### src/rtl/ets_pkg.sv
`default_nettype none

package ets_pkg;

    localparam int DEPTH   = 2048;
    localparam int WINDOW  = 256;
    localparam int HALF    = WINDOW / 2;
    localparam int ADDR_W  = $clog2(DEPTH);
    localparam int CNT_W   = ADDR_W + 1;
    localparam int DATA_W  = 16;
    localparam int START_W = 11;

    localparam logic [DATA_W-1:0] FILL_VALUE  = 16'h4040;
    localparam logic [DATA_W-1:0] LEVEL_RESET = 16'd3584;

    typedef logic [ADDR_W-1:0] addr_t;
    typedef logic [CNT_W-1:0]  cnt_t;
    typedef logic [DATA_W-1:0] data_t;

    typedef enum logic [1:0] {
        ST_IDLE,
        ST_SCAN,
        ST_HOLD
    } ets_state_t;

    typedef struct packed {
        addr_t wp;
        cnt_t  fill;
        data_t level;
    } ring_info_t;

    function automatic logic [START_W-1:0] to_start(input addr_t a);
        logic [ADDR_W+START_W-1:0] w;
        begin
            w = {{START_W{1'b0}}, a};
            return w[START_W-1:0];
        end
    endfunction

endpackage

`default_nettype wire

### src/rtl/ets_search.sv
`default_nettype none

module ets_search (
    input  wire logic                        aclk,
    input  wire logic                        aresetn,
    input  wire logic                        start,
    input  wire ets_pkg::ring_info_t         ring,
    input  wire ets_pkg::data_t              rd_data,
    output ets_pkg::addr_t                   rd_addr,
    output logic                             busy,
    output logic                             m_valid,
    input  wire logic                        m_ready,
    output logic [ets_pkg::START_W-1:0]      m_start,
    output logic                             m_found
);

    ets_pkg::ets_state_t state_reg, state_next;
    ets_pkg::addr_t      rd_addr_reg, rd_addr_next;
    ets_pkg::cnt_t       rem_reg, rem_next;
    logic                dv_reg, dv_next;
    ets_pkg::addr_t      q_addr_reg, q_addr_next;
    logic                q_last_reg, q_last_next;
    logic                first_reg, first_next;
    ets_pkg::data_t      prev_reg, prev_next;
    ets_pkg::addr_t      res_start_reg, res_start_next;
    logic                res_found_reg, res_found_next;
    logic                m_valid_reg, m_valid_next;
    logic [ets_pkg::START_W-1:0] m_start_reg, m_start_next;
    logic                m_found_reg, m_found_next;

    ets_pkg::data_t      cur_val;
    logic                rising;
    logic                falling;

    always_comb begin
        cur_val = ({1'b0, q_addr_reg} < ring.fill) ? rd_data : ets_pkg::FILL_VALUE;
        rising  = (cur_val <= ring.level) && (ring.level < prev_reg);
        falling = (prev_reg < ring.level) && (ring.level <= cur_val);
    end

    always_ff @(posedge aclk) begin
        if (!aresetn) begin
            state_reg   <= ets_pkg::ST_IDLE;
            dv_reg      <= 1'b0;
            m_valid_reg <= 1'b0;
        end else begin
            state_reg   <= state_next;
            dv_reg      <= dv_next;
            m_valid_reg <= m_valid_next;
        end
        rd_addr_reg   <= rd_addr_next;
        rem_reg       <= rem_next;
        q_addr_reg    <= q_addr_next;
        q_last_reg    <= q_last_next;
        first_reg     <= first_next;
        prev_reg      <= prev_next;
        res_start_reg <= res_start_next;
        res_found_reg <= res_found_next;
        m_start_reg   <= m_start_next;
        m_found_reg   <= m_found_next;
    end

    always_comb begin
        state_next     = state_reg;
        rd_addr_next   = rd_addr_reg;
        rem_next       = rem_reg;
        dv_next        = 1'b0;
        q_addr_next    = q_addr_reg;
        q_last_next    = q_last_reg;
        first_next     = first_reg;
        prev_next      = prev_reg;
        res_start_next = res_start_reg;
        res_found_next = res_found_reg;
        m_valid_next   = m_valid_reg && !m_ready;
        m_start_next   = m_start_reg;
        m_found_next   = m_found_reg;

        unique case (state_reg)
            ets_pkg::ST_IDLE: begin
                if (start) begin
                    rd_addr_next = ring.wp - ets_pkg::ADDR_W'(ets_pkg::HALF);
                    rem_next     = ets_pkg::CNT_W'(ets_pkg::DEPTH - ets_pkg::HALF + 1);
                    first_next   = 1'b1;
                    state_next   = ets_pkg::ST_SCAN;
                end
            end
            ets_pkg::ST_SCAN: begin
                if (rem_reg != '0) begin
                    rd_addr_next = rd_addr_reg - 1'b1;
                    rem_next     = rem_reg - 1'b1;
                    dv_next      = 1'b1;
                    q_addr_next  = rd_addr_reg;
                    q_last_next  = (rem_reg == ets_pkg::CNT_W'(1));
                end
                if (dv_reg) begin
                    prev_next  = cur_val;
                    first_next = 1'b0;
                    if (!first_reg && (rising || falling)) begin
                        res_start_next = q_addr_reg - ets_pkg::ADDR_W'(ets_pkg::HALF);
                        res_found_next = 1'b1;
                        state_next     = ets_pkg::ST_HOLD;
                    end else if (q_last_reg) begin
                        res_start_next = ring.wp - ets_pkg::ADDR_W'(ets_pkg::WINDOW);
                        res_found_next = 1'b0;
                        state_next     = ets_pkg::ST_HOLD;
                    end
                end
            end
            ets_pkg::ST_HOLD: begin
                if (!m_valid_reg || m_ready) begin
                    m_valid_next = 1'b1;
                    m_start_next = ets_pkg::to_start(res_start_reg);
                    m_found_next = res_found_reg;
                    state_next   = ets_pkg::ST_IDLE;
                end
            end
            default: begin
                state_next = ets_pkg::ST_IDLE;
            end
        endcase
    end

    assign rd_addr = rd_addr_reg;
    assign busy    = (state_reg != ets_pkg::ST_IDLE);
    assign m_valid = m_valid_reg;
    assign m_start = m_start_reg;
    assign m_found = m_found_reg;

endmodule

`default_nettype wire

### config.mk
export PLATFORM = sky130hd
export DESIGN_NAME = ets_search
export DESIGN_NICKNAME = d
export VERILOG_FILES = /design/src/rtl/ets_pkg.sv /design/src/rtl/ets_search.sv
export SDC_FILE = /design/constraint.sdc
export NUM_CORES = 1
export LEC_CHECK = 0
export BUFFER_PORTS_ARGS = -buffer_cell sky130_fd_sc_hd__buf_2
export CAP_MARGIN = 40
export CORE_MARGIN = 2
export CORE_UTILIZATION = 61
export DETAILED_ROUTE_END_ITERATION = 12
export PLACE_DENSITY = 0.86
export SYNTH_ARGS = -nofsm -noshare
export SYNTH_HDL_FRONTEND = slang
export SYNTH_SLANG_ARGS = --single-unit
### constraint.sdc
create_clock -name aclk -period 7.8 [get_ports aclk]
set_input_delay 1.17 -clock aclk [delete_from_list [all_inputs] [get_ports aclk]]
set_output_delay 1.17 -clock aclk [all_outputs]
set_load 0.1 [all_outputs]
Word-level counts from Yosys, hierarchy flattened
Index checks and enable logic that the tools add are counted.

word-level totals
  bits of input ports = 59
  register bits after elaboration = 80
  word-level logic and storage cells = 75
  output and inout bits = 25

cells by class
  $lt $le $gt $ge = 5
  reduce and logical (&&, ||, !) cells = 22
  add/sub/neg operators = 5
  eq/ne operators = 8
  multiplexer cells = 22

operator list
  operator               count
  $mux 11                4
  $le 16x16->1           2
  $lt 16x16->1           2
  $mux 12                2
  $pmux 12 s2            1
  $pmux 11 s2            1
  $sub 11x8->11 const B  2
  $mux 16                1
  $eq 12x1->1 const B    1
  $lt 11x12->1           1
  $reduce_bool 12->1     1
  $sub 12x1->12 const B  1
  $sub 11x1->11 const B  1
  $sub 11x9->11 const B  1
  $mux 2                 5
  $reduce_and 3->1       3
  $ne 2x2->1 const B     4
  $reduce_and 2->1       4
  $mux 1                 6
  $pmux 2 s3             1
  $reduce_bool 2->1      3
  $logic_and 1x1->1      4
  $reduce_and 4->1       1
  $logic_not 1->1        3
  other kinds (6)        7

Longest topological paths before layout
  depth after elaboration = 9
  depth in mapped cells = 18
  gate-level depth less buffers = 16

Worst setup path after synthesis
Ideal clock, no wire load.

  path kind = input-to-reg
  start = in ring[17] in the netlist's numbering
  end = reg res_found_reg, enable pin
  setup time = 0.352 ns
  cell stages on the path = 16
  arrival = 4.431 ns
  buffers on the path = 2
  path slack = 3.017 ns
  required time = 7.448 ns
  path through = inv_1 ha_1 a21o_1 a21oi_1 nor2b_1 o21ai_0 a211oi_1 clkbuf_1 o41a_1 ha_1 and4_1 a311oi_1 a32oi_1 o32ai_4 buf_8 o21a_1

between the ends
  cells in the longest elaborated chain, start to end = 8
  elaborated cells between the ends (all ways) = 10
  classes of those cells = 3 x order compare; 1 x mux; 6 x reduce/logical

ends and longest elaborated chain
  what                                         RTL line                            text
  start, declared                              ets_search.sv:7                     input wire ets_pkg::ring_info_t ring,
  $lt 11x12->1 (*)                             ets_search.sv:36                    cur_val = ({1'b0, q_addr_reg} < ring.fill) ? rd_data : ets_pkg::FILL_VALUE;
  $mux 16 (*)                                  ets_search.sv:36
  $le 16x16->1, on equally long branches       ets_search.sv:37, ets_search.sv:38
  $logic_and 1x1->1, on equally long branches  ets_search.sv:37, ets_search.sv:38
  $logic_or 1x1->1 (*)                         ets_search.sv:98                    if (!first_reg && (rising || falling)) begin
  $logic_and 1x1->1 (*)                        ets_search.sv:98
  $reduce_bool 2->1 (no source line) (*)       n/a
  $reduce_and 3->1 (no source line) (*)        n/a
  end signal, assigned                         ets_search.sv:58                    res_found_reg <= res_found_next;
  end, declared                                ets_search.sv:26                    logic res_found_reg, res_found_next;

Mark *: on every way between the ends. The rest lies on a longest branch, timed or not.
A chain may end at the register's enable or synchronous reset.

Worst setup path in the final report
  start = in ring[17] in the netlist's numbering
  end = reg res_start_reg[6], enable pin

between the ends
  cells in the longest elaborated chain, start to end = 8
  elaborated cells between the ends (all ways) = 10
  classes of those cells = 3 x order compare; 1 x mux; 6 x reduce/logical

ends and longest elaborated chain
  what                                         RTL line                            text
  $lt 11x12->1 (*)                             ets_search.sv:36
  $mux 16 (*)                                  ets_search.sv:36
  $le 16x16->1, on equally long branches       ets_search.sv:37, ets_search.sv:38
  $logic_and 1x1->1, on equally long branches  ets_search.sv:37, ets_search.sv:38
  $logic_or 1x1->1 (*)                         ets_search.sv:98
  $logic_and 1x1->1 (*)                        ets_search.sv:98
  $reduce_bool 2->1 (no source line) (*)       n/a
  $reduce_and 3->1 (no source line) (*)        n/a
  end signal, assigned                         ets_search.sv:57                    res_start_reg <= res_start_next;
  end, declared                                ets_search.sv:25                    ets_pkg::addr_t res_start_reg, res_start_next;

Marked as above.

==> flow_summary.json <==
{
  "synth_seq_area_share_pct": 49.4,
  "yosysWarnings": 0,
  "rsz0062_at_grt": "no",
  "syn_nets": 539,
  "clockBufferDepth": 2,
  "post-route-min-period_ns": 5.28,
  "core_um2": 7650,
  "setup_violations": 0,
  "place_hpwl_um": 7920,
  "worstReg2RegStart": "q_addr_reg[1]",
  "h-tree-depth": 3,
  "final_area_um2": 5560,
  "finalClockSkew_ns": 0.00656,
  "die_area_um2": 8570,
  "cts_hold_buffers": 0,
  "worstPathCellList": "buf_2 > inv_1 > ha_1 > a21o_1 > a21oi_1 > nor2b_1 > o21ai_0 > a211oi_4 > buf_6 > o41ai_1 > ha_1 > and4_1 > a311oi_1 > a32oi_1 > o32ai_4 > o21a_1",
  "worstPathArrival_ns": 5.28,
  "die_w_um": 92.6,
  "power_switching_uw": 820,
  "yosysTopAreaCellShare_pct": 47.7,
  "antenna_found_initial": 0,
  "syn_area_per_cell_um2": 11.1,
  "synth_top_cell_by_area": "edfxtp_1",
  "hp-class": "reg2reg",
  "power.share.switching_pct": 44.5,
  "timing.final.max_slew_violations": 0,
  "nFillCells": 534,
  "port_buffers": 83,
  "antenna_cells": 0,
  "multi_input_area_um2": 2160,
  "slew_headroom_pct": 38.7,
  "dp_slack_ns": 2.21,
  "area_delta_synth_final_pct": 16.2,
  "post_cts_resized": 0,
  "wl_um": 10400,
  "maxCapViolCount": 0,
  "clk_transition_reported_paths_ns": 0.09,
  "synth_seq_cells": 80,
  "numCtsBuffers": 9,
  "setup.worst_path.start": "ring[17]",
  "nets": 624,
  "p_leak_uw": 0.00231,
  "initial_core_util_pct": 62.6,
  "clkLatencyLatePin_ns": 0.35,
  "ant_nets": 0,
  "dr.first_iter.drc_count": 206,
  "fmax_ghz": 0.189,
  "post_cts_buffers": 0,
  "seqCellArea_um2": 2360,
  "clock-sinks": 80,
  "netlist_area_um2": 4780,
  "layout_setup_ws_ns": 2.52,
  "wire_per_inst_um": 16.7,
  "cp_max_fo": 16,
  "finalSetupTns_ns": 0,
  "finalPower_uw": 1840,
  "largest_register_ffs": 16,
  "syn_inst": 431,
  "drt_pre_antenna_iters": 5,
  "tritoncts": "built",
  "post-route-period-util_pct": 67.7,
  "p_per_area_nw_per_um2": 331,
  "route.vias.total": 3738,
  "drc": 0,
  "seq_power_share_pct": 38.9,
  "critPathRequiredTime_ns": 7.80,
  "ios": 84,
  "grt_pass1_vias": 3596,
  "grt_pass1_wl_um": 16600,
  "cp_common_cell": "ha_1",
  "start_kind": "input pin",
  "crit_family": "compound AO/OA/AOI/OAI gates",
  "viasPerCell": 6.00,
  "clock-root-buffer": "clkbuf_8",
  "place_congestion": 0.906,
  "cp.buffers_inverters": 3,
  "hold_violations": 0,
  "crit_path_max_incr_delay_ns": 0.71,
  "dpl_cell_area_um2": 5350,
  "clkPwrFrac_pct": 17.2,
  "grt_overflow_total": 0,
  "cp_slowest_cell": "o32ai_4",
  "ir_drop_v": 0.000410,
  "critical_path_class": "in2reg",
  "worstSetupEndpointType": "register",
  "drive_above_1_share_pct": 22.1,
  "grt_max_degree": 29,
  "synth_cell_types": 43,
  "status": "finished, final reports clean",
  "placementRows": 32,
  "die_y_um": 92.6,
  "min_from": "res_start_reg[6]",
  "power_frac_comb_pct": 43.9,
  "p_int_uw": 1020,
  "synth_area_leaders": "edfxtp_1, ha_1, inv_1",
  "grt_usage_pct": 25.0,
  "worstMarginPinSlew_ns": 0.917
}
==> path summary, 6_finish.rpt <==
| check | endpoint | slack (ns) | depth (start not counted) |
|---|---|---|---|
| setup reg to reg | res_start_reg[6] | 3.01 | 14 |
| hold reg to reg | m_start[6] | 0.42 | 0 |
| setup / recovery | res_start_reg[6] | 2.52 | 16 |
| hold / removal | m_start[6] | 0.42 | 0 |
==> layer usage <==
layer  vias to the layer above  wire, µm  global-route usage, %
met1                      1774      4440                   32.0
met5                         -         0                      0
met2                       153      5020                   42.5
li1                       1782         -                      -
met3                        29       617                   3.58
met4                         0       305                   10.7
==> synth_stat cells (all sizes together) <==
library cell	number
edfxtp	76
inv	53
ha	49
o21ai	31
nand2	29
a21oi	20
nor2	18
o41ai	16
o41a	15
xnor2	14
clkbuf	13
nor3	10
nand3	8
mux2	7
a21o	6
nand4	6
nor4	6
xor2	6
nand2b	5
dfxtp	4
mux2i	4
nor2b	4
a31oi	3
a211oi	2
a21boi	2
and2	2
and3	2
and4	2
buf	2
nand3b	2
o21a	2
o21bai	2
or3	2
a2111o	1
a311oi	1
a32oi	1
clkinv	1
nor3b	1
o31a	1
o32ai	1
or4	1
==> per-stage QoR <==
step / std cells / utilization, % / hold WS, ns
6_report: 623 / 72.7 / 0.419
3_3_place_gp: 602 / 69.0 / 0.403
5_1_grt: 623 / 72.7 / 0.434
4_1_cts: 623 / 72.7 / 0.422
3_5_place_dp: 607 / 70.0 / 0.405
2_1_floorplan: 431 / - / 0.400
==> worst reg2reg max path, stage by stage (launching register included) <==
cell and delay (ns):
edfxtp_1 0.41, ha_1 0.29, a21o_1 0.10, a21oi_1 0.06, nor2b_1 0.11, o21ai_0 0.13, a211oi_4 0.66, buf_6 0.26
o41ai_1 0.10, ha_1 0.34, and4_1 0.22, a311oi_1 0.33, a32oi_1 0.20, o32ai_4 0.71, o21a_1 0.51
==> power groups by stage <==
stage / Clock (µW) / Combinational, µW / Sequential (µW)
floorplan: 0 / 406 / 923
global placement: 0 / 745 / 719
detailed placement: 0 / 798 / 724
CTS: 320 / 806 / 716
global route: 334 / 872 / 733
finish: 316 / 809 / 718
==> cell type report <==
type / count / area share, %
Sequential cell: 80 / 42.5
Multi-Input combinational cell: 282 / 38.9
Timing Repair Buffer: 89 / 8.91
Inverter: 54 / 3.65
Tap cell: 102 / 2.30
Clock buffer: 9 / 2.23
Clock inverter: 7 / 1.51
==> logic make-up after synthesis <==
| kind of cell | after synthesis | synth area share [%] |
|---|---|---|
| AOI/OAI and AO/OA | 104 | 15.8 |
| xor gates and xnor gates | 20 | 3.66 |
| and+or+nand+nor | 98 | 10.1 |
| DFF | 80 | 49.4 |
| muxes | 11 | 2.64 |
| adders and majority gates | 49 | 12.8 |
| buffers and inverters | 69 | 5.65 |
==> cells in the final DEF (no fill, tap or decap), types with 8 or more instances in the layout <==
master	netlist	routed
buf_2	0	83
edfxtp_1	76	76
inv_1	53	53
ha_1	49	49
o21ai_0	31	31
nand2_1	29	29
a21oi_1	20	20
nor2_1	18	18
o41ai_1	16	16
o41a_1	15	15
xnor2_1	14	14
nor3_1	10	10
clkbuf_8	0	9
nand3_1	8	8
(Power assumes the default switching activity.)
